File: config.mk
export PLATFORM = sky130hd
export DESIGN_NAME = tcc_div
export DESIGN_NICKNAME = d
export VERILOG_FILES = /design/src/rtl/tcc_pkg.sv /design/src/rtl/tcc_div.sv
export SDC_FILE = /design/constraint.sdc
export NUM_CORES = 2
export LEC_CHECK = 0
export BUFFER_PORTS_ARGS = -buffer_cell sky130_fd_sc_hd__buf_2
export CAP_MARGIN = 10
export CORE_MARGIN = 8
export CORE_UTILIZATION = 56
export CTS_CLUSTER_SIZE = 28
export DETAILED_ROUTE_END_ITERATION = 12
export PLACE_DENSITY = 0.75
export SETUP_SLACK_MARGIN = 0.2
export SYNTH_ARGS = -nofsm -noshare
export SYNTH_HDL_FRONTEND = slang
export SYNTH_SLANG_ARGS = --single-unit
File: constraint.sdc
create_clock -name clk -period 3.5 [get_ports clk]
set_input_delay 0.7 -clock clk [delete_from_list [all_inputs] [get_ports clk]]
set_output_delay 0.7 -clock clk [all_outputs]
set_load 0.05 [all_outputs]
File: src/rtl/tcc_pkg.sv
// Package with the thermocouple tables, widths, side-data types and segment search functions.
`default_nettype none
package tcc_pkg;

    localparam int DEG_SCALE = 1000;
    localparam int OUT_MIN   = -400000;
    localparam int OUT_MAX   = 1600000;
    localparam int J_POINTS  = 16;
    localparam int K_POINTS  = 20;

    localparam int FWD_NUM_W = 35;
    localparam int FWD_DEN_W = 17;
    localparam int FWD_QUO_W = 20;
    localparam int INV_NUM_W = 41;
    localparam int INV_DEN_W = 13;
    localparam int INV_QUO_W = 26;

    localparam int J_DEG [J_POINTS] = '{
        -200, -150, -100, -50, 0, 50, 100, 150,
        200, 250, 300, 400, 500, 600, 700, 800
    };
    localparam int J_UV [J_POINTS] = '{
        -7890, -6500, -4633, -2431, 0, 2585, 5269, 8010,
        10779, 13555, 16327, 21848, 27393, 33102, 39132, 45494
    };
    localparam int K_DEG [K_POINTS] = '{
        -200, -100, -50, 0, 50, 100, 150, 200, 300, 400,
        500, 600, 700, 800, 900, 1000, 1100, 1200, 1300, 1370
    };
    localparam int K_UV [K_POINTS] = '{
        -5891, -3554, -1889, 0, 2023, 4096, 6138, 8138, 12209, 16397,
        20644, 24905, 29129, 33275, 37326, 41276, 45119, 48838, 52410, 54819
    };

    typedef struct packed {
        logic signed [16:0] y1;
        logic signed [17:0] uv;
        logic               k_type;
    } fwd_side_t;

    typedef struct packed {
        logic signed [21:0] t1;
    } inv_side_t;

    function automatic int tcc_deg(logic k_type, logic [4:0] idx);
        return k_type ? K_DEG[idx] : J_DEG[idx[3:0]];
    endfunction

    function automatic int tcc_uv(logic k_type, logic [4:0] idx);
        return k_type ? K_UV[idx] : J_UV[idx[3:0]];
    endfunction

    function automatic logic [4:0] tcc_clamp(logic k_type, logic [4:0] idx);
        int n;
        logic [4:0] res;
        n = k_type ? K_POINTS : J_POINTS;
        res = idx;
        if (res == 5'd0)
            res = 5'd1;
        if (int'(res) >= n)
            res = 5'(n - 1);
        return res;
    endfunction

    // Truncated key cold/1000 is below T exactly when cold is below these bounds.
    function automatic logic [4:0] tcc_fwd_seg(logic k_type, logic signed [18:0] cold);
        int n;
        int deg;
        int thr;
        logic [4:0] idx;
        n = k_type ? K_POINTS : J_POINTS;
        idx = 5'd0;
        for (int k = 0; k < K_POINTS; k++)
        begin
            if (k < n)
            begin
                deg = tcc_deg(k_type, 5'(k));
                thr = (deg > 0) ? deg * DEG_SCALE : deg * DEG_SCALE - (DEG_SCALE - 1);
                if (int'(cold) >= thr)
                    idx = 5'(k + 1);
            end
        end
        return tcc_clamp(k_type, idx);
    endfunction

    function automatic logic [4:0] tcc_inv_seg(logic k_type, logic signed [22:0] uv);
        int n;
        logic [4:0] idx;
        n = k_type ? K_POINTS : J_POINTS;
        idx = 5'd0;
        for (int k = 0; k < K_POINTS; k++)
        begin
            if (k < n)
            begin
                if (int'(uv) >= tcc_uv(k_type, 5'(k)))
                    idx = 5'(k + 1);
            end
        end
        return tcc_clamp(k_type, idx);
    endfunction

endpackage
`default_nettype wire

File: src/rtl/tcc_div.sv
// Pipelined restoring divider, one quotient bit per stage, with sign and side data.
`default_nettype none
module tcc_div #(
    parameter int NUM_W  = tcc_pkg::FWD_NUM_W,
    parameter int DEN_W  = tcc_pkg::FWD_DEN_W,
    parameter int QUO_W  = tcc_pkg::FWD_QUO_W,
    parameter int SIDE_W = 1
) (
    input  wire logic                clk,
    input  wire logic                rst_n,
    input  wire logic                in_valid,
    input  wire logic [NUM_W-1:0]    num_mag,
    input  wire logic [DEN_W-1:0]    den,
    input  wire logic                neg,
    input  wire logic [SIDE_W-1:0]   side_in,
    output logic                     out_valid,
    output logic signed [QUO_W:0]    quo,
    output logic [SIDE_W-1:0]        side_out
);
    import tcc_pkg::*;

    localparam int WORK_W = (NUM_W > DEN_W + QUO_W) ? NUM_W : DEN_W + QUO_W;

    logic [QUO_W:0]      valid_reg;
    logic [WORK_W-1:0]   rem_reg  [0:QUO_W-1];
    logic [DEN_W-1:0]    den_reg  [0:QUO_W-1];
    logic [QUO_W-1:0]    quo_reg  [0:QUO_W];
    logic                neg_reg  [0:QUO_W];
    logic [SIDE_W-1:0]   side_reg [0:QUO_W];
    logic [WORK_W-1:0]   rem_next [0:QUO_W-1];
    logic                take     [0:QUO_W-1];

    always_comb
    begin
        for (int k = 0; k < QUO_W; k++)
        begin
            take[k] = rem_reg[k] >= (WORK_W'(den_reg[k]) << (QUO_W - 1 - k));
            rem_next[k] = take[k] ? rem_reg[k] - (WORK_W'(den_reg[k]) << (QUO_W - 1 - k))
                                  : rem_reg[k];
        end
    end

    always_ff @(posedge clk or negedge rst_n)
    begin
        if (!rst_n)
            valid_reg <= '0;
        else
            valid_reg <= {valid_reg[QUO_W-1:0], in_valid};
    end

    always_ff @(posedge clk)
    begin
        rem_reg[0]  <= WORK_W'(num_mag);
        den_reg[0]  <= den;
        quo_reg[0]  <= '0;
        neg_reg[0]  <= neg;
        side_reg[0] <= side_in;
        for (int k = 1; k < QUO_W; k++)
        begin
            rem_reg[k] <= rem_next[k-1];
            den_reg[k] <= den_reg[k-1];
        end
        for (int k = 1; k <= QUO_W; k++)
        begin
            quo_reg[k]  <= {quo_reg[k-1][QUO_W-2:0], take[k-1]};
            neg_reg[k]  <= neg_reg[k-1];
            side_reg[k] <= side_reg[k-1];
        end
    end

    assign out_valid = valid_reg[QUO_W];
    assign quo = neg_reg[QUO_W] ? -$signed({1'b0, quo_reg[QUO_W]})
                                : $signed({1'b0, quo_reg[QUO_W]});
    assign side_out = side_reg[QUO_W];

endmodule
`default_nettype wire

* Word-level counts from Yosys, hierarchy flattened
Memories as Yosys holds them, arrays and structs flattened. Index checks and enable logic that the tools add are counted.
Storage, ports and cells: bits of input ports 57, bits in writable memories 1542, flip-flop bits (word level) 21, memories kept 5, output and inout port bits 23
Cells by class: add/sub/neg operators 20, mux-type cells 20, order comparisons 20
Memory list:
- rem_reg | words 20, width 37, rd ports 20, clocked after memory_dff 0, wr ports 20, line tcc_div.sv:25 | logic [WORK_W-1:0] rem_reg [0:QUO_W-1];
- quo_reg | words 21, width 20, rd ports 21, clocked after memory_dff 0, wr ports 21, line tcc_div.sv:27 | logic [QUO_W-1:0] quo_reg [0:QUO_W];
- den_reg | words 20, width 17, rd ports 20, clocked after memory_dff 0, wr ports 20, line tcc_div.sv:26 | logic [DEN_W-1:0] den_reg [0:QUO_W-1];
- neg_reg | words 21, width 1, rd ports 21, clocked after memory_dff 0, wr ports 21, line tcc_div.sv:28 | logic neg_reg [0:QUO_W];
- side_reg | words 21, width 1, rd ports 21, clocked after memory_dff 0, wr ports 21, line tcc_div.sv:29 | logic [SIDE_W-1:0] side_reg [0:QUO_W];
Operators by type and width (number):
- $mux W37 | 19
- $ge A37 B17 Y1 | 1
- $ge A37 B18 Y1 | 1
- $ge A37 B19 Y1 | 1
- $ge A37 B20 Y1 | 1
- $ge A37 B21 Y1 | 1
- $ge A37 B22 Y1 | 1
- $ge A37 B23 Y1 | 1
- $ge A37 B24 Y1 | 1
- $ge A37 B25 Y1 | 1
- $ge A37 B26 Y1 | 1
- $ge A37 B27 Y1 | 1
- $ge A37 B28 Y1 | 1
- $ge A37 B29 Y1 | 1
- $ge A37 B30 Y1 | 1
- $ge A37 B31 Y1 | 1
- $ge A37 B32 Y1 | 1
- $ge A37 B33 Y1 | 1
- $ge A37 B34 Y1 | 1
- $ge A37 B35 Y1 | 1
- $ge A37 B36 Y1 | 1
- $sub A37 B18 Y37 | 1
- $sub A37 B19 Y37 | 1
- $sub A37 B20 Y37 | 1
- 18 further kinds | 18

* Longest topological paths before layout
word-level depth 2, mapped depth 15, depth with buffers taken out 14

* Worst setup path after synthesis
No wires, ideal clock.
path kind register to register, from mem rem_reg[2][83] in the netlist's numbering, to mem rem_reg[2][146] in the netlist's numbering, arrival time 3.223 ns, path buffers 0, cell stages (with the launch flop) 13, setup time 0.072 ns, required time 3.428 ns, setup slack 0.206 ns, path through dfxtp_1 > inv_1 > ha_1 > fa_1 > nor2b_1 > o31ai_1 > a2111o_1 > a21oi_1 > a41oi_1 > or4b_1 > or3_1 > nor3_1 > xor2_1
RTL lines (line):
- start, declared | tcc_div.sv:25

==> results.ini <==
[clock_tree]
clockBufferDepth = 3
cts-buffers-inserted = 137
clock_latency_ps = 780
cts.clk_slew.worst_paths_ps = 60
ctsHtreeMaxLevel = 4
cts_root_buffer = clkbuf_16
cts_tree = yes
cts_sinks = 1351

[outcome]
status = completed

[yosys]
async_reset_ff_share_pct = 1.55
yosys_warnings = 0
synth_most_common_cell = dfxtp_1
synth_top_cell_by_area = dfxtp_1
synth-seq-area-share_pct = 51.9
syn_area_sq_um = 52300
syn_avg_cell_area_sq_um = 10.0
synth_nets = 5642
synth.distinct_cells = 87
synth_edf_count = 0
netlist_top_cells_area = dfxtp_1 (51%), ha_1 (8.1%), xnor2_1 (3.8%)
synthTopCellsByCount = dfxtp_1 (1330), inv_1 (445), ha_1 (340)
synthFlopType = dfxtp_1
synth_top_area_share_pct = 50.9
syn_inst = 5226
ys_ff_latch = 1351

[placed_design]
gp_congestion = 0.882
dpl.hpwl_microns = 85900
numPortBuffers = 79

[cells_and_area]
n_antenna_cell = 0
nNetsFinal = 5872
drive_above_1_share_pct = 10.7
largest_reg_flops = 738
syn_to_final_growth_pct = 15.1

[timing]
min_period_ps = 3380
timing.final.crit_share_pct = 96.6
slew_violations = 0
fmax_mhz = 296
fin_skew_ps = 81.0
hold_viol = 0
whs_ps = 39.4
slew_headroom_pct = 49.5
setup_viol = 0
rsz0062_at_grt = true
worst_pin_slew_ps = 752

[routing]
top_layer = met4
via_per_inst = 5.46
routed-wl-met2_microns = 58200
drcViolationCount = 0
ant_nets = 0
firstDrtPassIters = 7
vias = 37200
drt_iter0_drc = 2410
wl_met1_microns = 50000
wl_per_cell_microns = 17.2
wirelength_microns = 117000
wl_met3_microns = 4790

[setup_path]
worstPathArrival_ps = 2680
rrSetupSlack_ps = 280
crit_type = reg2out
slowest_stage = or4_4
path_buf_inv = 1
crit_required_ps = 2800
cp_max_fo = 3
r2r.worst_path.cells = 12
worstPathCellList = nor4_4 -> nand3_2 -> or4_4 -> o31ai_4 -> xnor2_1 -> buf_4
cp-end-kind = output pin
slowest_delay_ps = 530
startpoint_type = flop
worst_r2r_endpoint = rem_reg[2][146]
cpLargestDelayFamily = simple AND/OR/NAND/NOR gates
r2r-start = rem_reg[2][83]

[min_path]
hold_end = rem_reg[0][17]
whs_path_depth = 1
worstHoldStart = num_mag[17]
min-delay-path-class = in2reg

[grt]
grt_pass1_vias = 37000
grt_pass1_wl_microns = 188000
antenna_found_initial = 1
grt_use_total_pct = 22.1
grt_max_degree = 37
grt.overflow.total = 0

[power]
p_int_mw = 37.0
switching_share_pct = 35.1
finalPower_mw = 57.0
power_frac_clock_pct = 26.4
p_sw_mw = 20.0
power_density_nw_per_um2 = 947
ir_drop_mv = 0.597
p_leak_nw = 26.4
comb_power_share_pct = 34.7
p_seq_share_pct = 38.9

[floorplan]
fp.dieArea_sq_um = 103000
ios = 80
initial_utilization_pct = 56.3
fp.dieH_microns = 322
die_x_microns = 322
row_count = 112
core-area_sq_um = 92900

[job]
cap_viol_max_count = 0

## stage by stage
stage	setup TNS (ps)	util (%)	cell area [sq um]	std cells	worst slack (ps)
CTS	0	64.4	59800	6812	82.3
detailed placement	0	58.7	54500	6532	42.8
floorplan	0	-	52300	5226	206
finish	0	64.8	60200	6820	119
global placement	0	58.7	54500	6532	28.8
global route	-27.5	64.8	60200	6820	-27.5
## cells by family after synthesis
| family | synth area share (%) |
|---|---|
| and+or+nand+nor | 13.2 |
| adders and majority gates | 8.86 |
| buffers and inverters | 3.93 |
| xor gates and xnor gates | 7.40 |
| DFF | 51.9 |
| AOI/OAI and AO/OA | 13.1 |
| muxes | 1.61 |
## routing by layer
layer  track usage (%)  up-vias
li1                  -    18500
met1              26.3    17500
met2              39.6      876
met3              3.41      290
met4              9.09        0
met5                 0        -
## final cells by class
type	count	area, sq um
clock inverter	67	1040
multi-input combinational	3337	23600
sequential	1351	27200
timing repair buffer	182	1330
clock buffer	182	3810
tap	1254	1570
fill	7173	32700
inverter	447	1680
## cells in the final DEF, fill, tap and decap left out, types with 27 or more instances in the layout
| cell | count |
|---|---|
| a21oi_1 | 309 |
| mux2_2 | 65 |
| or3_1 | 40 |
| dfxtp_1 | 1322 |
| xnor2_1 | 227 |
| nor3_1 | 121 |
| nor2b_1 | 59 |
| or4_1 | 40 |
| or2_2 | 27 |
| o21a_1 | 60 |
| nor2_1 | 323 |
| buf_4 | 74 |
| ha_1 | 334 |
| nand2b_1 | 60 |
| o21bai_1 | 29 |
| a21o_1 | 132 |
| nor4_1 | 78 |
| nand2_1 | 338 |
| a211oi_1 | 31 |
| inv_1 | 444 |
| buf_2 | 72 |
| o21ai_0 | 291 |
| clkbuf_16 | 137 |
| xor2_1 | 214 |
| nand4_1 | 57 |
| nand3_1 | 65 |
## worst max path at each step
stage	startpoint	to	slack (ps)	cells after the start
global route	quo_reg[2][82]	quo[18]	-30	6
floorplan	rem_reg[2][83]	rem_reg[2][146]	210	12
finish	quo_reg[2][82]	quo[18]	120	6
detailed placement	rem_reg[2][83]	rem_reg[2][144]	40	11
global placement	rem_reg[2][83]	rem_reg[2][146]	30	12
CTS	quo_reg[2][82]	quo[18]	80	6
## power groups by stage
stage	clock network [mW]	logic [mW]	registers, mW
global route	16.0	22.0	22.5
global placement	0	18.5	22.4
floorplan	0	15.1	21.2
CTS	15.3	19.2	22.1
detailed placement	0	18.8	22.4
finish	15.0	19.8	22.2
## timing repair
action	CTS	global route
buffers inserted	7	8
endpoints found under the hold margin	44	0
hold buffers	24	0
pin swaps	8	18
gates cloned	0	0
endpoints found under the setup margin	31	168
resized for setup	44	82
Power figures use the tool's default switching activity.
